## config.mk

```make
export PLATFORM = sky130hd
export DESIGN_NAME = utf8_text_validator
export DESIGN_NICKNAME = d
export VERILOG_FILES = /design/src/hw/rtl/utf8v_pkg.sv /design/src/hw/rtl/utf8_text_validator.sv
export SDC_FILE = /design/constraint.sdc
export NUM_CORES = 1
export LEC_CHECK = 0
export BUFFER_PORTS_ARGS = -buffer_cell sky130_fd_sc_hd__buf_2
export CORE_MARGIN = 2
export CORE_UTILIZATION = 35
export DETAILED_ROUTE_END_ITERATION = 6
export HOLD_SLACK_MARGIN = 0.08
export SETUP_SLACK_MARGIN = 0.15
export SYNTH_ARGS = -nofsm -noshare
export SYNTH_HDL_FRONTEND = slang
export SYNTH_SLANG_ARGS = --single-unit
export TNS_END_PERCENT = 30
```

## constraint.sdc

```tcl
create_clock -name clk -period 3.6 [get_ports clk]
set_input_delay 0.54 -clock clk [delete_from_list [all_inputs] [get_ports clk]]
set_output_delay 0.54 -clock clk [all_outputs]
set_load 0.01 [all_outputs]
```

## src/hw/rtl/utf8v_pkg.sv

```systemverilog
// ----------------------------------------------------------------------------
// UTF-8 text validator package
// Register indexes, byte classes and the codepoint rejection rule.
// ----------------------------------------------------------------------------
package utf8v_pkg;

	localparam int unsigned CFG_ADDR_W = 4;
	localparam int unsigned CFG_DATA_W = 32;

	localparam logic [1:0] REG_IDENTITY_MODE = 2'd0;
	localparam logic [1:0] REG_MAX_BYTES     = 2'd1;
	localparam logic [1:0] REG_ALLOW_EMPTY   = 2'd2;

	localparam logic [11:0] MAX_BYTES_RESET = 12'd4095;
	localparam int unsigned MAX_BYTES_TOP   = 4095;

	localparam int unsigned CP_W = 21;

	localparam logic [7:0] LEAD2_LO   = 8'hC2;
	localparam logic [7:0] LEAD2_HI   = 8'hDF;
	localparam logic [7:0] LEAD3_LO   = 8'hE0;
	localparam logic [7:0] LEAD3_HI   = 8'hEF;
	localparam logic [7:0] LEAD4_LO   = 8'hF0;
	localparam logic [7:0] LEAD4_HI   = 8'hF4;
	localparam logic [7:0] ASCII_TOP  = 8'h7F;
	localparam logic [1:0] CONT_MARK  = 2'b10;

	localparam logic [1:0] CLS_ONE   = 2'd0;
	localparam logic [1:0] CLS_TWO   = 2'd1;
	localparam logic [1:0] CLS_THREE = 2'd2;
	localparam logic [1:0] CLS_FOUR  = 2'd3;

	localparam logic [CP_W-1:0] CP_SPACE = 21'h00020;
	localparam logic [CP_W-1:0] CP_TAB   = 21'h00009;

	function automatic logic cp_rejected(input logic [CP_W-1:0] cp, input logic [1:0] cls);
		logic [CP_W-1:0] min_cp;
		logic            bad;
		begin
			case (cls)
				CLS_ONE:   min_cp = 21'h000000;
				CLS_TWO:   min_cp = 21'h000080;
				CLS_THREE: min_cp = 21'h000800;
				CLS_FOUR:  min_cp = 21'h010000;
				default:   min_cp = 21'h000000;
			endcase
			bad = (cp < min_cp) || (cp > 21'h10FFFF);
			bad = bad || (cp >= 21'h00D800 && cp <= 21'h00DFFF);
			bad = bad || (cp < 21'h000020);
			bad = bad || (cp >= 21'h00007F && cp <= 21'h00009F);
			bad = bad || (cp >= 21'h00200B && cp <= 21'h00200F);
			bad = bad || (cp >= 21'h002028 && cp <= 21'h00202E);
			bad = bad || (cp >= 21'h002060 && cp <= 21'h00206F);
			bad = bad || (cp == 21'h00FEFF);
			return bad;
		end
	endfunction

endpackage

```

## src/hw/rtl/utf8_text_validator.sv

```systemverilog
// ----------------------------------------------------------------------------
// UTF-8 text validator
// Checks a byte stream string by string for well-formed, printable UTF-8
// within a length limit and gives one pass flag at the end of each string.
// ----------------------------------------------------------------------------
// Channel   Direction  Payload
// s_*       in         tdata = text_byte, tuser = has_byte, tlast = last_item
// m_*       out        tdata = text_valid, one beat per string
// APB       in/out     identity_mode, max_bytes, allow_empty
//
// One beat per cycle is taken while the input does not stall; a beat is held in
// the input register, and its decode and string state update are done from there.
// The result of a string is registered when its last beat leaves the input register.
// Reset clears the string state and sets registers to their defaults.
// The input stalls only while a finished result is held and the next
// string end waits behind it.
// ----------------------------------------------------------------------------
module utf8_text_validator #(
	parameter int unsigned LENGTH_LIMIT = 4095
) (
	input  logic                                 clk,
	input  logic                                 arst_n,
	input  logic                                 psel,
	input  logic                                 penable,
	input  logic                                 pwrite,
	input  logic [utf8v_pkg::CFG_ADDR_W-1:0]     paddr,
	input  logic [utf8v_pkg::CFG_DATA_W-1:0]     pwdata,
	output logic [utf8v_pkg::CFG_DATA_W-1:0]     prdata,
	output logic                                 pready,
	input  logic                                 s_tvalid,
	output logic                                 s_tready,
	input  logic [7:0]                           s_tdata,  // [7:0] text_byte
	input  logic [0:0]                           s_tuser,  // [0] has_byte
	input  logic                                 s_tlast,
	output logic                                 m_tvalid,
	input  logic                                 m_tready,
	output logic [7:0]                           m_tdata   // [0] text_valid, rest zero
);
	import utf8v_pkg::*;

	localparam int unsigned TOP   = (LENGTH_LIMIT > MAX_BYTES_TOP) ? LENGTH_LIMIT : MAX_BYTES_TOP;
	localparam int unsigned CAP   = TOP + 1;
	localparam int unsigned CNT_W = $clog2(CAP + 1);
	localparam logic [CNT_W-1:0] CNT_CAP   = CNT_W'(CAP);
	localparam logic [CNT_W-1:0] CNT_LIMIT = CNT_W'(LENGTH_LIMIT);

	logic        identity_mode_q;
	logic [11:0] max_bytes_q;
	logic        allow_empty_q;
	logic [1:0]  reg_idx;
	logic        cfg_wr;

	logic        valid_s1;
	logic [7:0]  byte_s1;
	logic        has_s1;
	logic        last_s1;
	logic        proc_go;

	logic [1:0]      pend_q, n_pend;
	logic [CP_W-1:0] part_q, n_part;
	logic [1:0]      lead_q, n_lead;
	logic [CNT_W-1:0] cnt_q, n_cnt;
	logic            fail_q, n_fail;
	logic            nonsp_q, n_nonsp;
	logic            fin;
	logic [CP_W-1:0] fin_cp;
	logic [1:0]      fin_cls;
	logic [CNT_W-1:0] limit;
	logic            ok;
	logic            text_valid_q;

	assign pready  = 1'b1;
	assign reg_idx = paddr[3:2];
	assign cfg_wr  = psel && penable && pwrite && pready;

	always_ff @(posedge clk or negedge arst_n) begin
		if (!arst_n) begin
			identity_mode_q <= 1'b0;
			max_bytes_q     <= MAX_BYTES_RESET;
			allow_empty_q   <= 1'b0;
		end else if (cfg_wr) begin
			case (reg_idx)
				REG_IDENTITY_MODE: identity_mode_q <= pwdata[0];
				REG_MAX_BYTES:     max_bytes_q     <= pwdata[11:0];
				REG_ALLOW_EMPTY:   allow_empty_q   <= pwdata[0];
				default: ;
			endcase
		end
	end

	always_comb begin
		case (reg_idx)
			REG_IDENTITY_MODE: prdata = {31'd0, identity_mode_q};
			REG_MAX_BYTES:     prdata = {20'd0, max_bytes_q};
			REG_ALLOW_EMPTY:   prdata = {31'd0, allow_empty_q};
			default:           prdata = '0;
		endcase
	end

	assign proc_go  = valid_s1 && (!last_s1 || !m_tvalid || m_tready);
	assign s_tready = !valid_s1 || proc_go;

	always_ff @(posedge clk or negedge arst_n) begin
		if (!arst_n) begin
			valid_s1 <= 1'b0;
		end else if (s_tready) begin
			valid_s1 <= s_tvalid;
		end
	end

	always_ff @(posedge clk) begin
		if (s_tvalid && s_tready) begin
			byte_s1 <= s_tdata;
			has_s1  <= s_tuser[0];
			last_s1 <= s_tlast;
		end
	end

	always_comb begin
		n_pend  = pend_q;
		n_part  = part_q;
		n_lead  = lead_q;
		n_cnt   = cnt_q;
		n_fail  = fail_q;
		n_nonsp = nonsp_q;
		fin     = 1'b0;
		fin_cp  = part_q;
		fin_cls = lead_q;
		if (has_s1) begin
			if (cnt_q != CNT_CAP) begin
				n_cnt = cnt_q + 1'b1;
			end
			if (!fail_q) begin
				if (pend_q != 2'd0) begin
					if (byte_s1[7:6] != CONT_MARK) begin
						n_fail = 1'b1;
					end else begin
						fin_cp = {part_q[CP_W-7:0], byte_s1[5:0]};
						n_part = fin_cp;
						n_pend = pend_q - 2'd1;
						fin    = (pend_q == 2'd1);
					end
				end else if (byte_s1 <= ASCII_TOP) begin
					fin     = 1'b1;
					fin_cp  = {13'd0, byte_s1};
					fin_cls = CLS_ONE;
				end else if (byte_s1 inside {[LEAD2_LO:LEAD2_HI]}) begin
					n_part = {16'd0, byte_s1[4:0]};
					n_lead = CLS_TWO;
					n_pend = 2'd1;
				end else if (byte_s1 inside {[LEAD3_LO:LEAD3_HI]}) begin
					n_part = {17'd0, byte_s1[3:0]};
					n_lead = CLS_THREE;
					n_pend = 2'd2;
				end else if (byte_s1 inside {[LEAD4_LO:LEAD4_HI]}) begin
					n_part = {18'd0, byte_s1[2:0]};
					n_lead = CLS_FOUR;
					n_pend = 2'd3;
				end else begin
					n_fail = 1'b1;
				end
				if (fin) begin
					if (cp_rejected(fin_cp, fin_cls)) begin
						n_fail = 1'b1;
					end else if (fin_cp != CP_SPACE && fin_cp != CP_TAB) begin
						n_nonsp = 1'b1;
					end
					n_part = '0;
					n_lead = CLS_ONE;
				end
			end
		end
	end

	always_comb begin
		limit = identity_mode_q ? CNT_W'(max_bytes_q) : CNT_LIMIT;
		ok    = !n_fail && (n_pend == 2'd0) && (n_cnt <= limit);
		if (identity_mode_q) begin
			if (n_cnt == '0) begin
				ok = ok && allow_empty_q;
			end else begin
				ok = ok && n_nonsp;
			end
		end
	end

	always_ff @(posedge clk or negedge arst_n) begin
		if (!arst_n) begin
			pend_q  <= '0;
			part_q  <= '0;
			lead_q  <= '0;
			cnt_q   <= '0;
			fail_q  <= 1'b0;
			nonsp_q <= 1'b0;
		end else if (proc_go) begin
			if (last_s1) begin
				pend_q  <= '0;
				part_q  <= '0;
				lead_q  <= '0;
				cnt_q   <= '0;
				fail_q  <= 1'b0;
				nonsp_q <= 1'b0;
			end else begin
				pend_q  <= n_pend;
				part_q  <= n_part;
				lead_q  <= n_lead;
				cnt_q   <= n_cnt;
				fail_q  <= n_fail;
				nonsp_q <= n_nonsp;
			end
		end
	end

	always_ff @(posedge clk or negedge arst_n) begin
		if (!arst_n) begin
			m_tvalid <= 1'b0;
		end else if (proc_go && last_s1) begin
			m_tvalid <= 1'b1;
		end else if (m_tready) begin
			m_tvalid <= 1'b0;
		end
	end

	always_ff @(posedge clk) begin
		if (proc_go && last_s1) begin
			text_valid_q <= ok;
		end
	end

	assign m_tdata = {7'd0, text_valid_q};

	a_clear_after_end: assert property (@(posedge clk) disable iff (!arst_n)
		proc_go && last_s1 |=> pend_q == 2'd0 && cnt_q == '0 && !fail_q && !nonsp_q)
		else $error("string state not cleared after the last beat");

	a_pend_within_lead: assert property (@(posedge clk) disable iff (!arst_n)
		pend_q != 2'd0 |-> lead_q != CLS_ONE && pend_q <= lead_q)
		else $error("pending continuations exceed the lead class");

	a_count_bounded: assert property (@(posedge clk) disable iff (!arst_n)
		cnt_q <= CNT_CAP)
		else $error("byte counter passed its saturation value");

	a_result_from_end: assert property (@(posedge clk) disable iff (!arst_n)
		$rose(m_tvalid) |-> $past(valid_s1 && last_s1))
		else $error("result beat without a string end");

	a_no_overwrite: assert property (@(posedge clk) disable iff (!arst_n)
		m_tvalid && !m_tready && valid_s1 && last_s1 |-> !proc_go)
		else $error("held result would be overwritten");

endmodule
```

; ---- Word level (Yosys, flattened, before mapping)
; Cells that the tools add are included.
[totals]
ff_bits = 67
in_bits = 53
elab_cells = 171
[classes]
add_sub_neg = 2
n_lt_le_gt_ge = 21
n_eq_ne = 15
n_mux = 71
n_reduce_logical = 47
[ops]
columns = op, n
row1 = 21-bit two-way mux, 17
row2 = 21-bit one-hot mux with 4 select lines, 1
row3 = 21-bit by 14-bit >= comparator with 1-bit output (second input constant), 3
row4 = 21-bit by 14-bit <= comparator with 1-bit output (second input constant), 3
row5 = 2-bit two-way mux, 22
row6 = 13-bit two-way mux, 3
row7 = 12-bit one-hot mux with 3 select lines, 1
row8 = 1-bit two-way mux, 26
row9 = 8-bit >= comparator (second input constant), 3
row10 = 8-bit <= comparator (second input constant), 3
row11 = 21-bit by 16-bit equality test with 1-bit output (second input constant), 1
row12 = 21-bit by 16-bit >= comparator with 1-bit output (second input constant), 1
row13 = 21-bit by 7-bit >= comparator with 1-bit output (second input constant), 1
row14 = 21-bit > comparator (second input constant), 1
row15 = 21-bit by 16-bit <= comparator with 1-bit output (second input constant), 1
row16 = 21-bit by 8-bit <= comparator with 1-bit output (second input constant), 1
row17 = 21-bit < comparator, 1
row18 = 21-bit by 6-bit < comparator with 1-bit output (second input constant), 1
row19 = 21-bit by 4-bit inequality test with 1-bit output (second input constant), 1
row20 = 21-bit by 6-bit inequality test with 1-bit output (second input constant), 1
row21 = 1-bit logical AND, 18
row22 = 13-bit by 1-bit adder with 13-bit output (second input constant), 1
row23 = 13-bit by 12-bit <= comparator with 1-bit output, 1
row24 = 13-bit zero test, 1
row25 = other kinds (18), 43

; ---- Logic depth before layout (Yosys ltp)
; Gate-level depths: netlist of the first run.
[depth]
ltp_word = 29
mapped_depth = 18

; ---- Worst setup path before layout of the first run
; Ideal clock, no wire load.
[synth_path]
path_kind = register -> register
startpoint = register cnt_q[5]
endpoint = register text_valid_q, data pin
arrival_time_ns = 2.968
t_required_ns = 3.433
setup_slack_ns = 0.465
stages_incl_launch_ff = 15
path_buffers = 2
period_less_slack_ns = 3.135
cell_sequence = dfrtp_1 clkbuf_1 or4_1 o31a_1 buf_2 nand4_1 o21ai_0 ha_1 and4_1 a211oi_1 a31oi_1 a21oi_1 nand2_1 a31o_2 a221oi_2
[synth_via]
elab_chain_cells = 8
word_cells_on_any_way = 11
cone_classes = add/sub (1) / order compare (1) / eq/ne (1) / mux (4) / reduce/logical (4)
[synth_rtl]
columns = element, line
row1 = "start, declared", utf8_text_validator.sv:62  ; logic [CNT_W-1:0] cnt_q, n_cnt;
row2 = "start signal, assigned", utf8_text_validator.sv:207  ; cnt_q <= n_cnt;
row3 = 13-bit by 1-bit adder with 13-bit output or 13-bit inequality test (tied branches), "utf8_text_validator.sv:131, utf8_text_validator.sv:130"
row4 = 13-bit two-way mux, utf8_text_validator.sv:130  ; if (cnt_q != CNT_CAP) begin
row5 = 13-bit two-way mux (*), utf8_text_validator.sv:129  ; if (has_s1) begin
row6 = 13-bit by 12-bit <= comparator with 1-bit output, utf8_text_validator.sv:177  ; ok = !n_fail && (n_pend == 2'd0) && (n_cnt <= limit);
row7 = 1-bit logical AND, utf8_text_validator.sv:177
row8 = "1-bit logical AND, on equally long branches", "utf8_text_validator.sv:182, utf8_text_validator.sv:180"
row9 = 1-bit two-way mux, utf8_text_validator.sv:179  ; if (n_cnt == '0) begin
row10 = 1-bit two-way mux (*), utf8_text_validator.sv:178  ; if (identity_mode_q) begin
row11 = net ok, utf8_text_validator.sv:69  ; logic ok;
row12 = "end signal, assigned", utf8_text_validator.sv:226  ; text_valid_q <= ok;
row13 = "end, declared", utf8_text_validator.sv:70  ; logic text_valid_q;
; Mark *: on every way through the listed nets, which the timed path passes. The rest lies on a longest branch.
; A chain may end at the register's enable or synchronous reset.

; ---- Final worst setup path of the first run
[layout_path]
startpoint = register cnt_q[1]
endpoint = register text_valid_q, data pin
; Same word-level chain as after synthesis.

==> run metrics, run 1 <==
clock buffer depth 2; CTS H-tree depth 3; unrepaired setup endpoints after global routing false; # hold bufs at CTS 0; WL per Instance about 16 um; IO Pins between 90 and 100; main combinational cell family by area after synthesis simple AND/OR/NAND/NOR gates; Max Fclk 303 MHz; root buffer cell clkbuf_16; CP Class reg -> reg; HPWL after DPL ~8600 um; commonest cells in the netlist dfrtp_1, buf_4, nand2_1; Layout Nets around 630; Crit. End Element register; Die Y 121 um; Cell Pwr Density around 460 nW/um^2; RR Endpoint text_valid_q$_DFFE_PP_; WL final between 10000 and 15000 um; top-count cell post-synth dfrtp_1; Layout area overhead 15.6%; R2R depth 15; Main synth FF type dfrtp_1; Initial Util 35.9%; DIE AREA 14500 sq um; Reg2Reg Launch Point cnt_q[1]$_DFFE_PN0P_; Tmin final 3.30 ns; first-pass GRT wire length 19400 um; Yosys cell types 76; Pre-antenna DRT Iters 5; worst slew pin tran 0.822 ns; Slew Limit Fails 0; Synth Area in Adders ~4.7%; largest net degree at the start of global routing a little over 40; Vias per Instance 5.44; register bit total from synthesis 67; ANT nets after route 0; R2R setup slack around 0.30 ns; final number of hold-violating endpoints 0; worst rel slew slack between 40% and 50%; Compound-Gate Fraction of Synth Area 20.7%; Tot GR Track Use around 17%; max_cap viols 0; Rows 42; # fillers roughly 1300; Fin Setup TNS 0 ns; hold_ws around 0.12 ns; Iter 0 DRT Violations 248; post-synthesis mux area share approximately 4.6%; yosys warns 0; initial antenna violation count 0; worst-path fanout max 5; DR vias approximately 4000; post-synthesis async set-or-reset flop share a little over four fifths; min-delay worst type in -> async; worst path arrival time ~3.5 ns; area leader, netlist dfrtp_1; # setup viols final 0; grt ovf 0; sequential share of the synthesized area about 37%; DRC 0; total CTS buffers 9; Multi-input gate area between 2000 and 3000 sq um; leakage power total approximately 2.4 nW; Post-Synthesis Cells ~510; Worst setup SP type register; TritonCTS clock tree done; Worst EP required approximately 3.8 ns; Avg Inst Size Synth roughly 9.3 sq um; Synth Area in Simple Gates 22.2%; main area contributors after synthesis dfrtp_1, edfxtp_1, dfstp_2; Skew-Pair Late Insertion Delay 0.35 ns; Die X-Extent between 100 and 150 um; worst vdd rail ir drop around 250 uV; vias in the first global route slightly below 4000; clk sink count between 60 and 70; port bufs between 40 and 50; Storage cell area about 1700 sq um; post-synthesis xor/xnor area fraction approximately 1.8%; CTS clk-pin slew, worst paths 0.06 ns; status finished, final reports clean; proportion of netlist area held by the largest area contributor 23.1%; core area between 10000 and 15000 sq um; Final period util 91.7%; Worst Skew roughly 0.0074 ns; number of synthesized flops with an enable pin 11; ANT cells 0; global placement routability congestion 0.854; share of cells above drive strength 1 between 20 and 25%; synthesized area ~4800 sq um
[through the flow]
stage                     power [mW]  area [sq um]  instances  utilization (%)  worst slack [ns]
final                           2.53          5500        741             41.5             0.301
after global routing            2.68          5500        741             41.5             0.138
after CTS                       2.53          5400        736             40.8             0.150
after detailed placement        1.59          5080        720             38.4             0.112
after global placement          1.57          5080        720             38.4             0.135
after floorplan                 1.42          4860        538                -             0.465
[area by class of cell]
class	count	share of cell area (%)
repair buffers	68	7.23
well taps	176	4.00
clock inverters	5	0.728
clock buffers	11	5.00
inverters	17	1.16
multi-input cells	397	50.1
flip-flops and latches	67	31.8
[where the power goes]
group | switching [mW] | internal, mW
registers | 0.0892 | 0.878
clock network | 0.364 | 0.556
logic | 0.360 | 0.282
total | 0.813 | 1.72
[kinds of logic after synthesis]
kind of cell | after synthesis
AND/OR/NAND/NOR | 185
AO/OA/AOI/OAI | 135
buffers and inverters | 75
flip-flops | 67
multiplexers | 20
adder cells (fa/ha/maj) | 18
XOR/XNOR | 10
other | 2
[cell usage in the layout (no fill, tap or decap), types with 4 or more instances in the layout]
cell type,instances
o2bb2ai_1,8
and2_1,16
o21ai_0,21
ha_1,17
dfrtp_1,44
a21o_1,4
mux2i_1,4
nand3_1,12
dfstp_2,12
nor3_1,15
xnor2_1,7
edfxtp_1,11
clkbuf_16,11
buf_4,23
nor3b_1,11
nand2_1,32
buf_2,45
nand4_1,10
nor4_1,4
nor2b_1,15
conb_1,28
a22o_1,27
mux2_2,16
and3_1,4
a31oi_1,5
inv_1,16
or3_1,6
nand2b_1,6
nor2_1,28
a21oi_1,24
[worst max-delay path, cell delays in order, from the launching register on]
cell	delay [ns]
dfrtp_1	0.42
inv_2	0.08
ha_1	0.15
or4bb_1	0.43
o31a_1	0.40
a21o_1	0.22
ha_1	0.30
nand3_1	0.09
nor2_2	0.16
nand3_4	0.09
o2111ai_2	0.10
a31oi_1	0.06
a21oi_1	0.16
nand2_1	0.08
a31o_2	0.22
a221oi_2	0.17
[state kept, by name (all words and copies together), names as in the netlist, 2 cells and up]
name,flops
lead_q,2
pend_q,2
byte_s1,8
max_bytes_q,12
part_q,21
cnt_q,13
[layer usage]
| layer | vias up | global-route usage [%] | part of all wire (%) |
|---|---|---|---|
| met3 | 11 | 4.43 | 4.1 |
| met4 | 0 | 6.54 | 1.0 |
| met2 | 97 | 28.7 | 51 |
| li1 | 1946 | - | - |
| met1 | 1980 | 20.8 | 44 |
| met5 | - | 0 | 0 |
[worst max path at each step]
| stage | start | end | slack, ns |
|---|---|---|---|
| 2_1_floorplan | cnt_q[5]$_DFFE_PN0P_ | text_valid_q$_DFFE_PP_ | 0.46 |
| 3_3_place_gp | pend_q[0]$_DFFE_PN0P_ | text_valid_q$_DFFE_PP_ | 0.13 |
| 3_5_place_dp | pend_q[0]$_DFFE_PN0P_ | text_valid_q$_DFFE_PP_ | 0.11 |
| 4_1_cts | cnt_q[5]$_DFFE_PN0P_ | text_valid_q$_DFFE_PP_ | 0.15 |
| 5_1_grt | cnt_q[1]$_DFFE_PN0P_ | text_valid_q$_DFFE_PP_ | 0.14 |
| 6_report | cnt_q[1]$_DFFE_PN0P_ | text_valid_q$_DFFE_PP_ | 0.30 |
[timing repair]
action	in CTS	in global routing
setup endpoints to repair	2	2
resized for setup	1	15
gates cloned	0	1
setup buffers	0	4
pin swaps	0	5
Power figures use the tool's default switching activity.
==> run 2: changes to the inputs <==
--- a/config.mk
+++ b/config.mk
@@ -7,9 +7,10 @@
 export LEC_CHECK = 0
 export BUFFER_PORTS_ARGS = -buffer_cell sky130_fd_sc_hd__buf_2
 export CORE_MARGIN = 2
-export CORE_UTILIZATION = 35
+export CORE_UTILIZATION = 37
 export DETAILED_ROUTE_END_ITERATION = 6
 export HOLD_SLACK_MARGIN = 0.08
+export PLACE_DENSITY = 0.55
 export SETUP_SLACK_MARGIN = 0.15
 export SYNTH_ARGS = -nofsm -noshare
 export SYNTH_HDL_FRONTEND = slang
==> run 2 against run 1 <==
Net effect:
- non-clock buffer count down 3
- global-route usage up 0.38 points
- worst hold slack better by 0.25 ns
- combinational power down 3.7%
- clock-buffer cell count up 2
- register-to-register slack worse by 0.02 ns
- sequential share of layout area up 0.49 points
- utilization up 1.6 points
- final area down 1.5%
- power down 1.7%
- critical path type unchanged
==> run metrics, run 2 (synthesis gave the netlist of run 1 again) <==
status finished, final reports clean; Rows 41; ANT cells 0; Worst EP required approximately 3.8 ns; CTS clk-pin slew, worst paths ~0.06 ns; max_cap viols 0; worst slew pin tran about 1.1 ns; Place WS 0.258 ns; Vias per Instance between 5 and 6; CP Class reg -> reg; worst rel slew slack 27.5%; Worst path top cell family by delay compound AO/OA/AOI/OAI gates; worst path arrival time 3.50 ns; Critical Path Sink text_valid_q$_DFFE_PP_; port bufs 45; Largest regs part_q: 21 flops, cnt_q: 13 flops, max_bytes_q: 12 flops; DR vias 3985; DIE AREA roughly 14000 sq um; HPWL after DPL 8520 um; Largest register FFs 21; RR Endpoint text_valid_q$_DFFE_PP_; WL per Instance 15.8 um; final number of hold-violating endpoints 0; Buf/Inv on CP 0; Max Fclk 301 MHz; R2R depth 12; Worst setup SP type register; dpl cell area around 5100 sq um; share of cells above drive strength 1 a little under a quarter; initial antenna violation count 0; CP cell instances or4_1 -> o31a_1 -> nand4_1 -> o21ai_0 -> ha_1 -> and4_2 -> a211oi_2 -> a31oi_1 -> a21oi_1 -> nand2_1 -> a31o_2 -> a221oi_2; Iter 0 DRT Violations 211; Worst Skew 0.00959 ns; Post-Route Utilization between 40 and 50%; Reg2Reg Launch Point cnt_q[4]$_DFFE_PN0P_; min-delay worst type in -> reg; vias in the first global route approximately 3900; WL final approximately 12000 um; CP max stage delay 0.56 ns; Pre-antenna DRT Iters 4; first-pass GRT wire length a little under 20000 um; final instance area around 5400 sq um; Slew Limit Fails 0; CTS H-tree depth 3; global placement routability congestion between 0.8 and 0.9; worst vdd rail ir drop between 200 and 250 uV; root buffer cell clkbuf_16; # fillers between 1000 and 1500; Placed Cells 714; Initial Util 37.9%; Layout Nets 628; Tot GR Track Use about 17%; Stages on worst setup path 12; worst-path fanout max 7; Crit. End Element register; clock buffer depth 2; Fin Setup TNS 0 ns; Cell Pwr Density 459 nW/um^2; R2R setup slack approximately 0.28 ns; hold_ws between 0.3 and 0.4 ns; final worst slack 0.278 ns; leakage power total 2.38 nW; DRC 0; unrepaired setup endpoints after global routing false; clk sink count 67; grt ovf 0; Die X-Extent between 100 and 150 um; commonest non-fill, non-tap cell in the layout buf_2; Layout area overhead 13.8%; crit path from cnt_q[4]$_DFFE_PN0P_; ANT nets after route 0; core area between 10000 and 15000 sq um; Die Y approximately 120 um; fin cells roughly 730; Skew-Pair Late Insertion Delay 0.35 ns; Most flops, register part_q; Tmin final about 3.3 ns; TritonCTS clock tree done; Slowest-stage cell, CP or4_1; total CTS buffers 9; Final period util 92.3%; most used cells in the layout excluding fill and tap cells buf_2, dfrtp_1, nand2_1, nor2_1, conb_1; largest net degree at the start of global routing between 40 and 50; # setup viols final 0; total power draw ~2.5 mW; IO Pins 96
-- run 2: layout make-up --
class	count	area [sq um]	share of cell area (%)
clock buffers	13	292	5.38
flip-flops and latches	67	1750	32.2
clock inverters	3	17.5	0.323
repair buffers	65	375	6.93
multi-input cells	397	2710	50.0
inverters	17	63.8	1.18
well taps	172	215	3.97
-- run 2: repair_timing --
action | CTS | global route
hold buffers | 0 | 0
gates resized for setup | 0 | 5
endpoints found under the setup margin | 0 | 1
setup buffers | 0 | 3
-- run 2: how the worst min path moves through the flow --
stage	start	to	cells after the start
6_report	s_tuser	has_s1$_DFFE_PP_	1
3_3_place_gp	part_q[18]$_DFFE_PN0P_	part_q[18]$_DFFE_PN0P_	1
4_1_cts	s_tuser	has_s1$_DFFE_PP_	1
2_1_floorplan	arst_n	allow_empty_q$_DFFE_PN0P_	0
5_1_grt	s_tdata[1]	byte_s1[1]$_DFFE_PP_	1
3_5_place_dp	part_q[17]$_DFFE_PN0P_	part_q[17]$_DFFE_PN0P_	1
-- run 2: metal layers --
layer / GRT usage [%] / up-vias / share of wire (%)
met5: 0 / - / 0
met4: 5.95 / 0 / 2.0
met3: 4.18 / 17 / 4.4
met2: 28.9 / 95 / 48
met1: 22.2 / 1936 / 45
li1: - / 1937 / -
-- run 2: worst reg2reg max path, delay by kind of cell, from the launching register on --
family                     cells  cell delay, ns
adders and majority gates      1            0.34
DFF                            1            0.45
AOI/OAI and AO/OA              7            1.37
and+or+nand+nor                4            0.98
-- run 2: where the power goes --
| part | internal, mW | switching, mW | leakage (nW) |
|---|---|---|---|
| Combinational | 0.267 | 0.352 | 1.40 |
| Clock | 0.562 | 0.341 | 0.153 |
| Sequential | 0.879 | 0.0875 | 0.832 |
| Total | 1.71 | 0.780 | 2.38 |
